[src/rtl/core/dmfp_pkg.sv]
// Shared types and constants for the DNS message field parser.
package dmfp_pkg;

  localparam int unsigned HEADER_BYTES   = 12;
  localparam int unsigned QUESTION_BYTES = 4;
  localparam int unsigned ANSWER_BYTES   = 12;

  localparam logic [7:0]  MAX_NAME_CHARS      = 8'd255;
  localparam logic [15:0] QTYPE_RESET         = 16'd28;

  typedef enum logic [1:0] {
    ST_ACCEPTED = 2'd0,
    ST_UNIMPL   = 2'd1,
    ST_EARLY    = 2'd2
  } status_t;

  typedef struct packed {
    logic [15:0] message_id;
    logic        is_response;
    logic [3:0]  response_code;
    logic [15:0] question_count;
    logic [15:0] answer_count;
    logic [7:0]  name_length;
    logic [15:0] question_type;
    logic [15:0] question_class;
    logic [15:0] answer_type;
    logic [31:0] answer_ttl;
    logic [15:0] answer_data_length;
    status_t     status;
  } summary_t;

endpackage

[src/rtl/core/dmfp_parse.sv]
// Byte-wise parse state of one DNS message and the summary formed on its last byte.
module dmfp_parse (
  input  logic               clk,
  input  logic               rst_n,
  input  logic               accept,
  input  logic [7:0]         message_byte,
  input  logic               last_byte,
  input  logic [15:0]        qtype_cfg,
  output dmfp_pkg::summary_t summary
);
  import dmfp_pkg::*;

  typedef enum logic [2:0] {
    PH_HEADER,
    PH_NAME,
    PH_QUESTION,
    PH_ANSWER,
    PH_DONE_OK,
    PH_DONE_UNIMPL
  } phase_t;

  phase_t      phase_r, phase_nxt;
  logic [3:0]  fidx_r, fidx_nxt;
  logic [7:0]  label_r, label_nxt;
  logic [7:0]  name_r, name_nxt;

  // Only the header bytes that feed a result field are kept.
  logic [7:0]  hdr_r   [8];
  logic [7:0]  hdr_nxt [8];
  logic [7:0]  q_r     [4];
  logic [7:0]  q_nxt   [4];
  logic [15:0] atype_r, atype_nxt;
  logic [31:0] attl_r, attl_nxt;
  logic [15:0] alen_r, alen_nxt;

  logic [3:0]  fidx_inc;
  logic [15:0] qt_w;
  logic [15:0] an_w;
  logic [3:0]  hcnt, qcnt, acnt;

  assign fidx_inc = fidx_r + 4'd1;
  // The type bytes are already registered when the last question byte arrives.
  assign qt_w     = {q_r[0], q_r[1]};
  assign an_w     = {hdr_r[6], hdr_r[7]};

  always_comb begin
    phase_nxt = phase_r;
    fidx_nxt  = fidx_r;
    label_nxt = label_r;
    name_nxt  = name_r;
    hdr_nxt   = hdr_r;
    q_nxt     = q_r;
    atype_nxt = atype_r;
    attl_nxt  = attl_r;
    alen_nxt  = alen_r;
    unique case (phase_r)
      PH_HEADER: begin
        if (fidx_r < 4'd8) begin
          hdr_nxt[fidx_r[2:0]] = message_byte;
        end
        fidx_nxt = fidx_inc;
        if (fidx_inc >= 4'(HEADER_BYTES)) begin
          phase_nxt = PH_NAME;
          fidx_nxt  = 4'd0;
        end
      end
      PH_NAME: begin
        if (label_r == 8'd0) begin
          if (message_byte == 8'd0) begin
            phase_nxt = PH_QUESTION;
            fidx_nxt  = 4'd0;
          end else begin
            // A new label after the first one adds its separating dot.
            if (name_r != 8'd0 && name_r < MAX_NAME_CHARS) begin
              name_nxt = name_r + 8'd1;
            end
            label_nxt = message_byte;
          end
        end else begin
          label_nxt = label_r - 8'd1;
          if (name_r < MAX_NAME_CHARS) begin
            name_nxt = name_r + 8'd1;
          end
        end
      end
      PH_QUESTION: begin
        q_nxt[fidx_r[1:0]] = message_byte;
        fidx_nxt = fidx_inc;
        if (fidx_inc >= 4'(QUESTION_BYTES)) begin
          fidx_nxt = 4'd0;
          if (qt_w != qtype_cfg) begin
            phase_nxt = PH_DONE_UNIMPL;
          end else if (an_w != 16'd0) begin
            phase_nxt = PH_ANSWER;
          end else begin
            phase_nxt = PH_DONE_OK;
          end
        end
      end
      PH_ANSWER: begin
        unique case (fidx_r)
          4'd2:    atype_nxt[15:8] = message_byte;
          4'd3:    atype_nxt[7:0]  = message_byte;
          4'd6:    attl_nxt[31:24] = message_byte;
          4'd7:    attl_nxt[23:16] = message_byte;
          4'd8:    attl_nxt[15:8]  = message_byte;
          4'd9:    attl_nxt[7:0]   = message_byte;
          4'd10:   alen_nxt[15:8]  = message_byte;
          4'd11:   alen_nxt[7:0]   = message_byte;
          default: ;
        endcase
        fidx_nxt = fidx_inc;
        if (fidx_inc >= 4'(ANSWER_BYTES)) begin
          phase_nxt = PH_DONE_OK;
        end
      end
      default: ;
    endcase
  end

  // Byte counts of each fixed section after this byte; fields not yet complete read as zero.
  always_comb begin
    hcnt = (phase_nxt == PH_HEADER) ? fidx_nxt : 4'(HEADER_BYTES);
    priority if (phase_nxt == PH_HEADER || phase_nxt == PH_NAME) begin
      qcnt = 4'd0;
    end else if (phase_nxt == PH_QUESTION) begin
      qcnt = fidx_nxt;
    end else begin
      qcnt = 4'(QUESTION_BYTES);
    end
    priority if (phase_nxt == PH_ANSWER) begin
      acnt = fidx_nxt;
    end else if (phase_nxt == PH_DONE_OK || phase_nxt == PH_DONE_UNIMPL) begin
      acnt = 4'(ANSWER_BYTES);
    end else begin
      acnt = 4'd0;
    end
  end

  always_comb begin
    summary.message_id     = (hcnt >= 4'd2) ? {hdr_nxt[0], hdr_nxt[1]} : 16'd0;
    summary.is_response    = (hcnt >= 4'd3) ? hdr_nxt[2][7] : 1'b0;
    summary.response_code  = (hcnt >= 4'd4) ? hdr_nxt[3][3:0] : 4'd0;
    summary.question_count = (hcnt >= 4'd6) ? {hdr_nxt[4], hdr_nxt[5]} : 16'd0;
    summary.answer_count   = (hcnt >= 4'd8) ? {hdr_nxt[6], hdr_nxt[7]} : 16'd0;
    summary.name_length    = name_nxt;
    summary.question_type  = (qcnt >= 4'd2) ? {q_nxt[0], q_nxt[1]} : 16'd0;
    summary.question_class = (qcnt >= 4'd4) ? {q_nxt[2], q_nxt[3]} : 16'd0;
    // An unimplemented type skips the answer, so those fields stay zero.
    summary.answer_type        = (phase_nxt != PH_DONE_UNIMPL && acnt >= 4'd4) ?
                                 atype_nxt : 16'd0;
    summary.answer_ttl         = (phase_nxt != PH_DONE_UNIMPL && acnt >= 4'd10 &&
                                  (phase_nxt == PH_ANSWER || an_w != 16'd0)) ?
                                 attl_nxt : 32'd0;
    summary.answer_data_length = (phase_nxt != PH_DONE_UNIMPL && acnt >= 4'd12 &&
                                  (phase_nxt == PH_ANSWER || an_w != 16'd0)) ?
                                 alen_nxt : 16'd0;
    if (phase_nxt == PH_DONE_UNIMPL || (phase_nxt == PH_DONE_OK && an_w == 16'd0)) begin
      summary.answer_type = 16'd0;
    end
    unique case (phase_nxt)
      PH_DONE_OK:     summary.status = ST_ACCEPTED;
      PH_DONE_UNIMPL: summary.status = ST_UNIMPL;
      default:        summary.status = ST_EARLY;
    endcase
  end

  always_ff @(posedge clk) begin
    if (!rst_n) begin
      phase_r <= PH_HEADER;
      fidx_r  <= 4'd0;
      label_r <= 8'd0;
      name_r  <= 8'd0;
    end else if (accept) begin
      if (last_byte) begin
        phase_r <= PH_HEADER;
        fidx_r  <= 4'd0;
        label_r <= 8'd0;
        name_r  <= 8'd0;
      end else begin
        phase_r <= phase_nxt;
        fidx_r  <= fidx_nxt;
        label_r <= label_nxt;
        name_r  <= name_nxt;
      end
    end
  end

  // Field bytes are always gated by the section counts, so they need no clearing.
  always_ff @(posedge clk) begin
    if (accept) begin
      hdr_r   <= hdr_nxt;
      q_r     <= q_nxt;
      atype_r <= atype_nxt;
      attl_r  <= attl_nxt;
      alen_r  <= alen_nxt;
    end
  end

endmodule

[src/rtl/core/dmfp_out.sv]
// Result register of the parser with its valid/stall handshake.
module dmfp_out (
  input  logic               clk,
  input  logic               rst_n,
  input  logic               load,
  input  dmfp_pkg::summary_t summary,
  input  logic               out_stall,
  output logic               out_valid,
  output dmfp_pkg::summary_t result
);
  import dmfp_pkg::*;

  logic     valid_r, valid_nxt;
  summary_t data_r;

  assign valid_nxt = load | (valid_r & out_stall);

  always_ff @(posedge clk) begin
    if (!rst_n) begin
      valid_r <= 1'b0;
    end else begin
      valid_r <= valid_nxt;
    end
  end

  always_ff @(posedge clk) begin
    if (load) begin
      data_r <= summary;
    end
  end

  assign out_valid = valid_r;
  assign result    = data_r;

endmodule

[src/rtl/core/dns_message_field_parser.sv]
// Top level of the DNS message field parser: byte parser, result register, config register.
//
//   channel   direction  handshake            payload
//   in_       input      in_valid / in_stall  in_message_byte, in_last_byte
//   out_      output     out_valid/out_stall  header, question, answer fields, status
//   cfg_      input      cfg_write            cfg_accepted_query_type
//
// Each byte is taken when it is offered and not stalled; a summary appears in the cycle after the last byte.
// Bytes that are not the last are taken every cycle, even while a result waits.
// A last byte is held off only while the previous summary is still stalled.
// Synchronous active-low reset clears the parse state, the result valid and
// sets the accepted query type to 28.
module dns_message_field_parser (
  input  logic                  clk,
  input  logic                  rst_n,
  input  logic                  in_valid,
  output logic                  in_stall,
  input  logic [7:0]            in_message_byte,
  input  logic                  in_last_byte,
  output logic                  out_valid,
  input  logic                  out_stall,
  output logic [15:0]           out_message_id,
  output logic                  out_is_response,
  output logic [3:0]            out_response_code,
  output logic [15:0]           out_question_count,
  output logic [15:0]           out_answer_count,
  output logic [7:0]            out_name_length,
  output logic [15:0]           out_question_type,
  output logic [15:0]           out_question_class,
  output logic [15:0]           out_answer_type,
  output logic [31:0]           out_answer_ttl,
  output logic [15:0]           out_answer_data_length,
  output logic [1:0]            out_status,
  input  logic                  cfg_write,
  input  logic [15:0]           cfg_accepted_query_type
);
  import dmfp_pkg::*;

  logic [15:0] qtype_r;
  logic        accept;
  summary_t    summary;
  summary_t    result;

  always_ff @(posedge clk) begin
    if (!rst_n) begin
      qtype_r <= QTYPE_RESET;
    end else if (cfg_write) begin
      qtype_r <= cfg_accepted_query_type;
    end
  end

  assign in_stall = out_valid & out_stall & in_last_byte;
  assign accept   = in_valid & ~in_stall;

  dmfp_parse u_parse (
    .clk          (clk),
    .rst_n        (rst_n),
    .accept       (accept),
    .message_byte (in_message_byte),
    .last_byte    (in_last_byte),
    .qtype_cfg    (qtype_r),
    .summary      (summary)
  );

  dmfp_out u_out (
    .clk       (clk),
    .rst_n     (rst_n),
    .load      (accept & in_last_byte),
    .summary   (summary),
    .out_stall (out_stall),
    .out_valid (out_valid),
    .result    (result)
  );

  assign out_message_id         = result.message_id;
  assign out_is_response        = result.is_response;
  assign out_response_code      = result.response_code;
  assign out_question_count     = result.question_count;
  assign out_answer_count       = result.answer_count;
  assign out_name_length        = result.name_length;
  assign out_question_type      = result.question_type;
  assign out_question_class     = result.question_class;
  assign out_answer_type        = result.answer_type;
  assign out_answer_ttl         = result.answer_ttl;
  assign out_answer_data_length = result.answer_data_length;
  assign out_status             = result.status;

`ifndef SYNTHESIS
  a_last_gives_result: assert property (@(posedge clk) disable iff (!rst_n)
    (in_valid && !in_stall && in_last_byte) |=> out_valid)
    else $error("accepted last byte did not produce a result");

  a_mid_never_stalls: assert property (@(posedge clk) disable iff (!rst_n)
    (in_valid && !in_last_byte) |-> !in_stall)
    else $error("non-final byte was stalled");

  a_unimpl_no_answer: assert property (@(posedge clk) disable iff (!rst_n)
    (out_valid && out_status == ST_UNIMPL) |->
      (out_answer_type == 16'd0 && out_answer_ttl == 32'd0 &&
       out_answer_data_length == 16'd0))
    else $error("answer fields set on an unimplemented query type");
`endif

endmodule
[config.mk]
export PLATFORM = sky130hd
export DESIGN_NAME = dns_message_field_parser
export DESIGN_NICKNAME = d
export VERILOG_FILES = /design/src/rtl/core/dmfp_pkg.sv /design/src/rtl/core/dmfp_parse.sv /design/src/rtl/core/dmfp_out.sv /design/src/rtl/core/dns_message_field_parser.sv
export SDC_FILE = /design/constraint.sdc
export NUM_CORES = 1
export LEC_CHECK = 0
export ABC_AREA = 0
export BUFFER_PORTS_ARGS = -buffer_cell sky130_fd_sc_hd__clkbuf_2
export CORE_ASPECT_RATIO = 0.7
export CORE_MARGIN = 2
export CORE_UTILIZATION = 50
export DETAILED_ROUTE_END_ITERATION = 6
export PLACE_DENSITY = 0.85
export SYNTH_ARGS = -nofsm -noshare
export SYNTH_HDL_FRONTEND = slang
export SYNTH_SLANG_ARGS = --single-unit
[constraint.sdc]
create_clock -name clk -period 8.4 [get_ports clk]
set_input_delay 1.68 -clock clk [delete_from_list [all_inputs] [get_ports clk]]
set_output_delay 1.68 -clock clk [all_outputs]
set_load 0.01 [all_outputs]
==> results of run 1 <==
==> synth_stat cells (6+ instances only) <==
cell	number
edfxtp_1	308
mux2_2	135
nor2_1	64
clkbuf_1	53
a21boi_1	48
dfxtp_1	40
nand2_1	36
nor2b_1	34
mux2i_1	32
and2_1	31
inv_1	30
xnor2_1	21
a21oi_1	19
o221a_2	17
o31a_1	16
nand4_1	13
buf_2	12
nand3_1	10
o21ai_0	10
a22oi_1	9
nor3_1	9
nor4_1	9
and3_1	8
ha_1	7
nand2b_1	7
buf_6	6
nand3b_1	6
or3_1	6
==> report_power, final <==
| group | leakage (nW) | switching (W) | internal, W |
|---|---|---|---|
| Clock | 0.511 | 0.000640 | 0.000832 |
| Sequential | 3.32 | 0.0000312 | 0.00197 |
| Combinational | 2.74 | 0.000133 | 0.0000816 |
==> sequential cells by signal, summed over array words and instances, names as in the netlist <==
| signal | flops |
|---|---|
| u_parse.label_r | 8 |
| u_parse.q_r | 32 |
| u_out.result | 159 |
| u_parse.phase_r | 3 |
| u_parse.an_w | 16 |
| u_parse.hdr_r | 37 |
| u_out.out_valid | 1 |
| u_parse.attl_r | 32 |
| u_parse.name_r | 8 |
| u_parse.fidx_r | 4 |
| u_parse.alen_r | 16 |
| u_parse.atype_r | 16 |
| qtype_r | 16 |
==> layout make-up <==
type | instances | area [µm²]
Fill cell | 2363 | 12500
Sequential cell | 348 | 10000
Multi-Input combinational cell | 602 | 4690
Timing Repair Buffer | 200 | 1030
Clock buffer | 33 | 783
Tap cell | 412 | 515
Clock inverter | 25 | 267
Inverter | 31 | 125
==> routing by layer <==
metal  GRT usage  vias up
met5           0        -
met4      0.0528        0
met3      0.0422       59
met2       0.336      446
met1       0.323     4728
li1            -     4279
==> critical path, delay by kind of cell <==
family                 cells  cell delay [ps]
buffers and inverters      4             2160
and+or+nand+nor            3              800
==> worst paths after layout <==
path | endpoint | slack, ps
setup reg to reg | u_out.result[61]$_SDFFCE_PP0P_ | 4680
setup / recovery | u_out.result[28]$_SDFFCE_PN0P_ | 3900
hold / removal | qtype_r[4]$_SDFFE_PN1P_ | 510
hold reg to reg | qtype_r[4]$_SDFFE_PN1P_ | 510
==> logic make-up (layout without fill, tap and decap cells) <==
logic type / after synthesis / after routing / synth area share
flops: 348 / 348 / 0.661
simple gates: 247 / 247 / 0.0870
mux: 167 / 167 / 0.121
compound gates: 158 / 158 / 0.0811
buf+inv: 107 / 289 / 0.0309
xor+xnor: 22 / 22 / 0.0127
fa+ha+maj: 8 / 8 / 0.00642
==> per-stage QoR <==
step	hold WS [ps]	power (W)	util	std cells	worst slack, ps
6_report	513	0.00369	0.582	1651	3900
2_1_floorplan	464	0.00217	-	1057	773
5_1_grt	539	0.00380	0.582	1651	3590
3_3_place_gp	486	0.00224	0.547	1593	3470
4_1_cts	511	0.00371	0.582	1651	3900
3_5_place_dp	493	0.00225	0.547	1593	3320
==> impl_metrics.tcl, run 1 <==
set metrics [dict create \
    status "completed" \
    layout_common_cells "edfxtp_1, clkbuf_2, mux2_2" \
    dp_hpwl_mm 22.3 \
    design_area_um2 17500 \
    drv_slew 0 \
    synthFlopType "edfxtp_1" \
    whs_path_depth 2 \
    synth_area_um2 15200 \
    ctsHtreeMaxLevel 1 \
    wire_per_inst_um 21.3 \
    viasPerCell 5.76 \
    start_kind "input port" \
    yosysTopAreaCell "edfxtp_1" \
    required_ps 8610 \
    fin_crit_sh 0.535 \
    yosys.area.top_type_share 0.608 \
    holdBufCountCts 0 \
    first_iter_violations 1264 \
    synth_nets 1094 \
    cts_resized 0 \
    die_area_um2 31800 \
    cp_max_fo 70 \
    ios 191 \
    yosysUniqueCellTypes 62 \
    die_h_um 150 \
    nets 1251 \
    syn_to_final_growth_pct 14.8 \
    drc 0 \
    max_cap_violations 0 \
    gp_congestion 0.885 \
    grt_pass1_wl_mm 53.5 \
    antenna_found_initial 0 \
    crit_chain "clkbuf_2 -> nand3_1 -> nand2_1 -> inv_6 -> nand2_1 -> clkinvlp_4 -> buf_4" \
    cts.clk_slew.worst_paths_ps 60 \
    rsz0062_at_grt "no" \
    pwr_density_cell_nw_per_um2 211 \
    end_kind "register" \
    setup_tns_ps 0 \
    die_width_um 212 \
    synth_area_per_cell_um2 14.4 \
    period_needed_ps 4500 \
    vias 9512 \
    wl_met1_mm 15.6 \
    synth-edff-count 308 \
    start_util 0.507 \
    dr_wl_met2_mm 16.0 \
    synthCells 1057 \
    mostFrequentLayoutCell "edfxtp_1" \
    worstMarginPinSlew_ps 1260 \
    synthTopCellsByArea "edfxtp_1, mux2_2, dfxtp_1" \
    max_stage_delay_ps 700 \
    arrival_ps 4700 \
    dpl_cell_area_um2 16400 \
    reg2reg_from "u_parse.fidx_r[1]$_SDFFE_PN0P_" \
    grt-ovfl-total 0 \
    ir_worst_vdd_v 0.000140 \
    core_area_um2 30000 \
    rows 53 \
    cts_tree "built" \
    layout-drive-gt1-share 0.336 \
    slew_headroom 0.160 \
    ant_nets 0 \
    grt_use_total 0.219 \
    ys_seq_area_frac 0.661 \
    numCtsBuffers 31 \
    grt_max_degree 83 \
    crit_slowest_cell "buf_4" \
    crit_path_frequent_cell "nand2_1" \
    p_leak_nw 6.56 \
    synth_warnings 0 \
    hold_start "qtype_r[4]$_SDFFE_PN1P_" \
    max_freq_mhz 222 \
    num_antenna_cells 0 \
    io_buffers 190 \
    hold_viol_final 0 \
    cts_buffer_depth 3 \
    ys_ff_latch 348 \
    wirelength_mm 35.2 \
    async_reset_ff_frac 0 \
    setup.worst_path.start "in_last_byte" \
    cts.root.buffer_cell "clkbuf_16" \
    worst-setup-path-type "input port to register" \
    hold_class "register to register" \
    cts_sinks 348 \
    grt_pass1_vias 9221 \
    r2r_cells 9 \
    clk_latency_ps 580 \
    highest_layer "met4" \
    drt_pass1_iterations 6 \
    routed-wl-met3_mm 2.77 \
    setup_viol 0 \
    skew_ps 23.6 \
    post-cts-setup-buffers 0 \
]
(Power assumes the default switching activity.)
==> run 2: changes to the inputs <==
Settings changed: PLACE_DENSITY 0.85 to 0.82.
Clock period 8.4 ns to 4.4 ns, I/O delays scaled along.
==> impl_metrics.tcl, run 2 (same netlist as run 1, synthesis figures left out) <==
set metrics [dict create \
    status "completed" \
    antenna_found_initial 0 \
    end_kind "register" \
    pwr_density_cell_nw_per_um2 410 \
    grt-ovfl-total 0 \
    grt_pass1_wl_mm 52.3 \
    post-cts-setup-buffers 0 \
    hold_viol_final 0 \
    layout-drive-gt1-share 0.343 \
    dp_hpwl_mm 21.4 \
    setup_viol 0 \
    ir_worst_vdd_v 0.000284 \
    skew_ps 17.8 \
    drc 0 \
    hold_class "register to register" \
    reg2reg_slack_ps 540 \
    p_leak_nw 6.67 \
    r2r_cells 9 \
    gp_congestion 0.924 \
    rows 53 \
    worst-setup-path-type "register to register" \
    holdBufCountCts 0 \
    rsz0062_at_grt "no" \
    cts_tree "built" \
    required_ps 4740 \
    grt_max_degree 151 \
    fin_crit_sh 0.877 \
    cts_sinks 348 \
    clk_latency_ps 520 \
    worstMarginPinSlew_ps 1240 \
    period_needed_ps 3860 \
    slew_headroom 0.171 \
    r2r_end "u_out.result[50]$_SDFFCE_PP0P_" \
    ant_nets 0 \
    wire_per_inst_um 20.9 \
    grt_pass1_vias 8905 \
    die_width_um 212 \
    largest_reg_flops 159 \
    viasPerCell 5.67 \
    io_buffers 190 \
    min_to "qtype_r[2]$_SDFFE_PN1P_" \
    syn_to_final_growth_pct 16.4 \
    ctsHtreeMaxLevel 2 \
    hold_start "qtype_r[2]$_SDFFE_PN1P_" \
    cp_max_fo 16 \
    cts_buffer_depth 3 \
    grt_use_total 0.216 \
    wirelength_mm 34.8 \
    first_iter_violations 868 \
    reg2reg_from "u_parse.fidx_r[1]$_SDFFE_PN0P_" \
    max_cap_violations 0 \
    numCtsBuffers 35 \
    num_antenna_cells 0 \
    die_area_um2 31800 \
    arrival_ps 4200 \
    drv_slew 0 \
    drt_pass1_iterations 5 \
    mostFrequentLayoutCell "edfxtp_1" \
    core_area_um2 30000 \
    cts.clk_slew.worst_paths_ps 70 \
    cts.root.buffer_cell "clkbuf_16" \
    fillers 2344 \
    nets 1265 \
    ios 191 \
    layout_common_cells "edfxtp_1, clkbuf_2, mux2_2" \
    worst_slack_ps 542 \
    die_h_um 150 \
    total_power_w 0.00725 \
    start_util 0.507 \
    dp_slack_ps 296 \
    start_kind "register" \
    vias 9425 \
    whs_path_depth 2 \
    max_freq_mhz 259 \
]
==> run 2: power breakdown <==
part           internal (W)  switching (W)  leakage, nW
combinational      0.000166       0.000257         2.79
clock               0.00179        0.00122        0.561
sequential          0.00376      0.0000558         3.32
total               0.00571        0.00154         6.67
==> run 2: what timing repair did <==
action	4_1_cts	5_1_grt
endpoints found under the hold margin	0	0
gates resized for setup	0	1
setup endpoints to repair	0	16
==> run 2: cell type report <==
class                   instances  area [µm²]  area share
flip-flops and latches        348       10000       0.568
multi-input cells             602        4720       0.266
repair buffers                210        1140      0.0643
clock buffers                  45         966      0.0546
well taps                     412         515      0.0291
clock inverters                15         188      0.0106
inverters                      31         124     0.00700
==> run 2: worst max-delay path, cell delays in order (launching register included) <==
cell	delay (ps)
dfxtp_1	590
ha_1	460
nand2b_1	260
o21ai_1	130
a21oi_1	250
a211oi_1	140
o221ai_2	540
buf_4	290
nand4b_1	630
a21boi_1	380
==> run 2: worst max-delay path by stage <==
stage                                         startpoint                             end  slack (ps)  cells past startpoint
after floorplan                                out_stall       u_out.result[0]$_DFFE_PP_       -1960                      5
after global placement    u_parse.fidx_r[1]$_SDFFE_PN0P_  u_out.result[51]$_SDFFCE_PP0P_         510                      9
after detailed placement  u_parse.fidx_r[1]$_SDFFE_PN0P_  u_out.result[50]$_SDFFCE_PP0P_         300                      9
after CTS                 u_parse.fidx_r[1]$_SDFFE_PN0P_  u_out.result[59]$_SDFFCE_PP0P_         290                      9
after global routing      u_parse.fidx_r[1]$_SDFFE_PN0P_  u_out.result[64]$_SDFFCE_PP0P_         220                      9
final                     u_parse.fidx_r[1]$_SDFFE_PN0P_  u_out.result[50]$_SDFFCE_PP0P_         540                      9
==> run 2: per-layer routing <==
metal  routed length, µm  track usage
met5                   0            0
met1               16200        0.319
met4                 703       0.0591
met3                2030       0.0390
met2               15800        0.328
==> run 2: through the flow <==
| step | hold WS (ps) | utilization | std cells | TNS [ps] | instance area [µm²] |
|---|---|---|---|---|---|
| 2_1_floorplan | 464 | - | 1057 | -312160 | 15200 |
| 3_3_place_gp | 479 | 0.552 | 1603 | 0 | 16500 |
| 3_5_place_dp | 489 | 0.552 | 1603 | 0 | 16500 |
| 4_1_cts | 508 | 0.590 | 1663 | 0 | 17700 |
| 5_1_grt | 536 | 0.590 | 1663 | 0 | 17700 |
| 6_report | 509 | 0.590 | 1663 | 0 | 17700 |
